### src/design/tlsbs_pkg.sv
// ----------------------------------------------------------------------------
// tlsbs_pkg
// Shared types and constants for the two-level shadow byte store: action
// codes, status codes, default sizes and the command word between the stages.
// ----------------------------------------------------------------------------
package tlsbs_pkg;

  // default sizes
  localparam int POOL_PAGES_DEF         = 16;
  localparam int PAGE_OFFSET_BITS_DEF   = 16;
  localparam int PAGE_TABLE_ENTRIES_DEF = 65536;

  // depth of the command queue between front and back
  localparam int QUEUE_DEPTH = 2;

  // action codes; codes 5 to 7 mean nothing and fall to default arms
  typedef enum logic [2:0] {
    ACT_READ_BYTE  = 3'd0,
    ACT_WRITE_BYTE = 3'd1,
    ACT_SET_BIT    = 3'd2,
    ACT_CLEAR_BIT  = 3'd3,
    ACT_READ_BIT   = 3'd4
  } action_t;

  // status codes
  localparam logic STATUS_DONE      = 1'b0;
  localparam logic STATUS_POOL_FULL = 1'b1;

  // classified item handed from front to back
  typedef struct packed {
    action_t    action;
    logic [7:0] value;
    logic [2:0] bit_offset;
    logic       mapped;   // byte lives in a pool slot
    logic       err;      // modify dropped, pool exhausted
  } cmd_t;

  localparam int CMD_W = $bits(cmd_t);

endpackage

### src/design/tlsbs_queue.sv
// ----------------------------------------------------------------------------
// tlsbs_queue
// Short FIFO of classified items between the front and the back.
// ----------------------------------------------------------------------------
module tlsbs_queue #(
  parameter int WIDTH = 8,
  parameter int DEPTH = tlsbs_pkg::QUEUE_DEPTH,
  localparam int PW   = (DEPTH > 1) ? $clog2(DEPTH) : 1,
  localparam int CW   = $clog2(DEPTH + 1)
) (
  input  logic             clk,
  input  logic             rst,
  input  logic             push,
  input  logic [WIDTH-1:0] din,
  input  logic             pop,
  output logic [WIDTH-1:0] dout,
  output logic             empty,
  output logic             full
);

  logic [WIDTH-1:0] slots [DEPTH];
  logic [PW-1:0]    wr_ptr;
  logic [PW-1:0]    rd_ptr;
  logic [CW-1:0]    count;

  assign empty = (count == '0);
  assign full  = (count == CW'(DEPTH));
  assign dout  = slots[rd_ptr];

  // pointers and fill count
  always_ff @(posedge clk) begin
    if (rst) begin
      wr_ptr <= '0;
      rd_ptr <= '0;
      count  <= '0;
    end else begin
      if (push) begin
        wr_ptr <= (wr_ptr == PW'(DEPTH - 1)) ? '0 : PW'(wr_ptr + 1'b1);
      end
      if (pop) begin
        rd_ptr <= (rd_ptr == PW'(DEPTH - 1)) ? '0 : PW'(rd_ptr + 1'b1);
      end
      if (push && !pop) begin
        count <= CW'(count + 1'b1);
      end else if (pop && !push) begin
        count <= CW'(count - 1'b1);
      end
    end
  end

  // entry storage
  always_ff @(posedge clk) begin
    if (push) begin
      slots[wr_ptr] <= din;
    end
  end

endmodule

### config.mk
export PLATFORM = sky130hd
export DESIGN_NAME = tlsbs_queue
export DESIGN_NICKNAME = d
export VERILOG_FILES = /design/src/design/tlsbs_pkg.sv /design/src/design/tlsbs_queue.sv
export SDC_FILE = /design/constraint.sdc
export NUM_CORES = 1
export LEC_CHECK = 0
export BUFFER_PORTS_ARGS = -buffer_cell sky130_fd_sc_hd__clkbuf_2
export CORE_MARGIN = 1.5
export CORE_UTILIZATION = 48
export DETAILED_ROUTE_END_ITERATION = 6
export PLACE_DENSITY = 0.74
export SYNTH_ARGS = -nofsm -noshare
export SYNTH_HDL_FRONTEND = slang
export SYNTH_SLANG_ARGS = --single-unit
### constraint.sdc
create_clock -name clk -period 1.52 [get_ports clk]
set_input_delay 0.228 -clock clk [delete_from_list [all_inputs] [get_ports clk]]
set_output_delay 0.228 -clock clk [all_outputs]
set_load 0.1 [all_outputs]
After elaboration in Yosys (flattened, before gate mapping):

Memories as Yosys holds them, arrays and structs flattened. A register that Yosys moved wholly into a read port is not among the register bits.
Cells that the tools add are included.

* register bits after elaboration: 4
* bits in writable memories: 16
* logic and storage cells: 23
* memories: 1

* add/subtract/negate cells: 4
* equality and inequality tests: 1
* multiplexer cells: 8
* reduce and logical (&&, ||, !) cells: 6

Memory list
* slots: depth 2, bits a word 8, read ports 1, clocked after Yosys merged registers in 1, wr ports 1, RTL line tlsbs_queue.sv:21 `logic [WIDTH-1:0] slots [DEPTH];`

Operators by type and width (number)
* 1-bit two-way mux: 6
* 2-bit two-way mux: 2
* 1-bit adder (second input constant): 2
* 2-bit by 1-bit adder with 2-bit output (second input constant): 1
* 2-bit == test (second input constant): 1
* 1-bit logical AND: 2
* 1-bit logical NOT: 2
* 2-bit logical NOT: 1
* 2-bit nonzero test: 1
* 2-bit by 1-bit subtractor with 2-bit output (second input constant): 1

Logic depth before layout (Yosys ltp):

* word-level depth: 4
* mapped depth: 5
* gate-level depth less buffers: 5

Worst setup path after synthesis:

Ideal clock, no wire load.

* path type: register to output
* start point: reg count[0]
* end point: out empty
* arrival time: 1582 ps
* required time: 1292 ps
* path slack: -290 ps
* stages on the path, launching flop included: 2
* buffers on the path: 0
* cells stage by stage: dfxtp_1 > nor2_1

* longest elaborated chain between the ends: 1

Ends and longest elaborated chain
* start, declared: RTL line tlsbs_queue.sv:24 `logic [CW-1:0] count;`
* start signal, assigned: RTL line tlsbs_queue.sv:44 `count <= CW'(count + 1'b1);`
* start signal, assigned: RTL line tlsbs_queue.sv:46 `count <= CW'(count - 1'b1);`
* 2-bit logical NOT: RTL line tlsbs_queue.sv:26 `assign empty = (count == '0);`
* end, declared: RTL line tlsbs_queue.sv:17 `output logic empty,`

Every way passes these cells.

==> reports/qor.log <==
qor: status.outcome completed
qor: worst_setup_path.setup.worst_path.end_class primary output
qor: logic_synthesis.synth_cells 47
qor: routing.post_drt_via_cell_ratio 5.011
qor: clock_tree.cts-htree-levels 1
qor: sta.fin_tns_setup 0 ns
qor: logic_synthesis.ys.warnings.count 0
qor: global_routing.antenna_violations_before_repair 0
qor: sta.finClkSkew 0.002724 ns
qor: layout.area.growth.synth_to_final 38.66%
qor: routing.drt_first_pass_iters 1
qor: logic_synthesis.synth_cell_type_count 15
qor: global_routing.grt_busiest_layer met2
qor: routing.dr.first_iter.drc_count 0
qor: placed_design.gp_congestion 0.6598
qor: clock_tree.cts-root-to-sink-buffers 2
qor: clock_tree.numClockSinks 21
qor: flow_run.drv_cap 0
qor: sta.final.period_utilization 96.98%
qor: worst_setup_path.gate_family_responsible_for_the_most_delay_along_the_worst_path flip-flops
qor: sta.period_needed 1.474 ns
qor: floorplan.die_outline_width 43.40 microns
qor: clock_tree.clk-insertion-delay-late 0.28 ns
qor: worst_setup_path.worst_setup_sp_type flop
qor: global_routing.globalRouteMet2Util 25.37%
qor: sta.hold_violations 0
qor: placed_design.placement.cell_area 1056 sq um
qor: layout.fillers 103
qor: floorplan.fp-row-count 14
qor: global_routing.grt_pass1_wl 1918 microns
qor: sta.worst-slew-pin-transition 0.5392 ns
qor: worst_setup_path.worst_ep_required 1.29 ns
qor: sta.timing.slew.headroom 64.21%
qor: worst_setup_path.critical_path.max_fanout 8
qor: clock_tree.cts_hold_buffers 0
qor: routing.postRouteWirelength 1161 microns
qor: sta.maxSlewViolCount 0
qor: logic_synthesis.synth.top_cells.by_area sky130_fd_sc_hd__edfxtp_1 (61%), sky130_fd_sc_hd__dfxtp_1 (13%), sky130_fd_sc_hd__mux2_2 (12%), sky130_fd_sc_hd__nor2_1 (2.4%), sky130_fd_sc_hd__xnor2_1 (2.2%)
qor: routing.remaining_drcs 0
qor: floorplan.design.die.area 1883 sq um
qor: layout.multi_input_area 196.4 sq um
qor: power_and_ir_drop.static-leakage-power 0.4334 nW
qor: logic_synthesis.area_fraction_of_the_dominant_cell_type_after_synthesis 61.34%
qor: power_and_ir_drop.power_density 1312 nW/um^2
qor: clock_tree.clkTransAtPathRegs 0.10 ns
qor: sta.timing.fmax 678.4 MHz
qor: sta.setup_violations_final 0
qor: floorplan.core 1524 sq um
qor: global_routing.met3_track_demand_over_resource_in_global_routing 2.917%
qor: placed_design.dpl.hpwl 891.6 microns
qor: global_routing.grt-ovfl-total 0
qor: clock_tree.post_cts_setup_buffer_count 0
qor: logic_synthesis.avgSynthCellArea 16.66 sq um
qor: logic_synthesis.syn_area 783.3 sq um
qor: power_and_ir_drop.ir_worst_vdd 0.8845 mV
qor: global_routing.met1_usage 15.91%
qor: logic_synthesis.ys_ff_latch 21
qor: clock_tree.cts_inserted_buffers 3
qor: worst_setup_path.crit_slowest_cell sky130_fd_sc_hd__dfxtp_4
qor: worst_setup_path.worstPathCellList mux2_2, buf_12
qor: global_routing.grt_max_degree 12
qor: floorplan.io_pins 22
qor: sta.rsz0062_at_grt no
qor: hold_path.worstHoldPathType in -> reg
qor: clock_tree.clock-root-buffer sky130_fd_sc_hd__clkbuf_4
qor: worst_setup_path.critPathKind reg -> out
qor: global_routing.grt.total_usage 13.93%
qor: global_routing.grt_pass1_vias 454
qor: layout.seq_area 584.3 sq um
qor: routing.postRouteAntennaNets 0
qor: logic_synthesis.synth.net_count 60
qor: worst_setup_path.cp_num_buf_inv 1
qor: floorplan.initial_utilization 51.40%
qor: routing.avgRoutedWirePerCell 13.04 microns
qor: logic_synthesis.synth_seq_area_share 74.12%
qor: worst_setup_path.timing.critical_path.slowest_cell_delay 0.42 ns
qor: layout.final_design_area_no_fill 1086 sq um
qor: layout.layout_cells_sized_above_1 50.68%
qor: placed_design.io_buffer_count 21
qor: routing.dr_vias 446
qor: clock_tree.cts_tree done
qor: floorplan.fp.dieH 43.40 microns
qor: layout.insertedDiodeCount 0
qor: layout.fin_nets 87
qor: logic_synthesis.post-synth-top-area-cell sky130_fd_sc_hd__edfxtp_1
qor: worst_setup_path.critical_path_arrival 1.25 ns
[placed cells by master (no fill, tap or decap), drive strengths merged, types with 2 or more instances in the layout]
master   n
xor2     2
mux2     8
edfxtp  16
dfxtp    5
buf     11
nor2     5
clkbuf  16
xnor2    2
[per-stage QoR]
step | worst slack (ns) | instances | power, mW | hold WS [ns] | util (%)
final | 0.04586 | 89 | 1.424 | 0.1284 | 71.26
after global routing | 0.002067 | 89 | 1.475 | 0.1181 | 71.26
after CTS | 0.03029 | 89 | 1.437 | 0.1209 | 71.26
after detailed placement | 0.1797 | 85 | 1.195 | 0.4237 | 69.29
after global placement | 0.1909 | 85 | 1.185 | 0.4197 | 69.29
after floorplan | 0.1719 | 47 | 1.023 | 0.2971 | -
[cell type report]
type	instances	share of cell area [%]
timing repair buffer	23	23.50
multi-input combinational	24	18.09
inverter	1	0.3456
sequential	21	53.80
tap	16	1.843
clock buffer	4	2.419
[logic make-up after synthesis]
family,count (synthesis),share of synthesized area (%)
XOR/XNOR,4,4.474
multiplexers,8,11.50
buffers and inverters,2,1.117
adder cells (fa/ha/maj),1,1.597
flip-flops,21,74.12
AO/OA/AOI/OAI,2,1.277
AND/OR/NAND/NOR,9,5.913
[registers in the layout, summed over array words and instances (netlist names), named ones only]
name and flops:
count 2, rd_ptr 1, slots 16, wr_ptr 1
[timing repair]
action | in CTS | in global routing
resized for setup | 2 | 0
setup endpoints to repair | 8 | 0
hold endpoints to repair | 0 | 0
[cells in the mapped netlist]
cell                       number
sky130_fd_sc_hd__a21oi_1        1
sky130_fd_sc_hd__edfxtp_1      16
sky130_fd_sc_hd__and2b_2        1
sky130_fd_sc_hd__nor2b_1        1
sky130_fd_sc_hd__xnor2_1        2
sky130_fd_sc_hd__and2_1         1
sky130_fd_sc_hd__mux2_2         8
sky130_fd_sc_hd__inv_1          1
sky130_fd_sc_hd__o21ai_0        1
sky130_fd_sc_hd__ha_1           1
sky130_fd_sc_hd__nor2_1         5
sky130_fd_sc_hd__buf_2          1
sky130_fd_sc_hd__xor2_1         2
sky130_fd_sc_hd__dfxtp_1        5
sky130_fd_sc_hd__or3_1          1
[where the power goes]
| group | leakage, nW | switching (mW) | internal, mW |
|---|---|---|---|
| Combinational | 0.226 | 0.319 | 0.170 |
| Sequential | 0.192 | 0.0274 | 0.663 |
| Clock | 0.0150 | 0.143 | 0.102 |
[routing by layer]
layer | up-vias | part of all wire (%)
li1 | 220 | -
met1 | 213 | 39
met2 | 11 | 55
met3 | 2 | 4.4
met4 | 0 | 1.6
met5 | - | 0
[path summary, 6_finish.rpt]
path / start / end / slack (ns) / cells after the start
max: flop / dout[4] / 0.05 / 2
min: din[2] / slots[1][2] / 0.13 / 1
max reg2reg: wr_ptr / slots[1][0] / 0.41 / 1
min reg2reg: count[1] / count[1] / 0.55 / 2
Note: power is estimated with default switching activity, not from simulation.
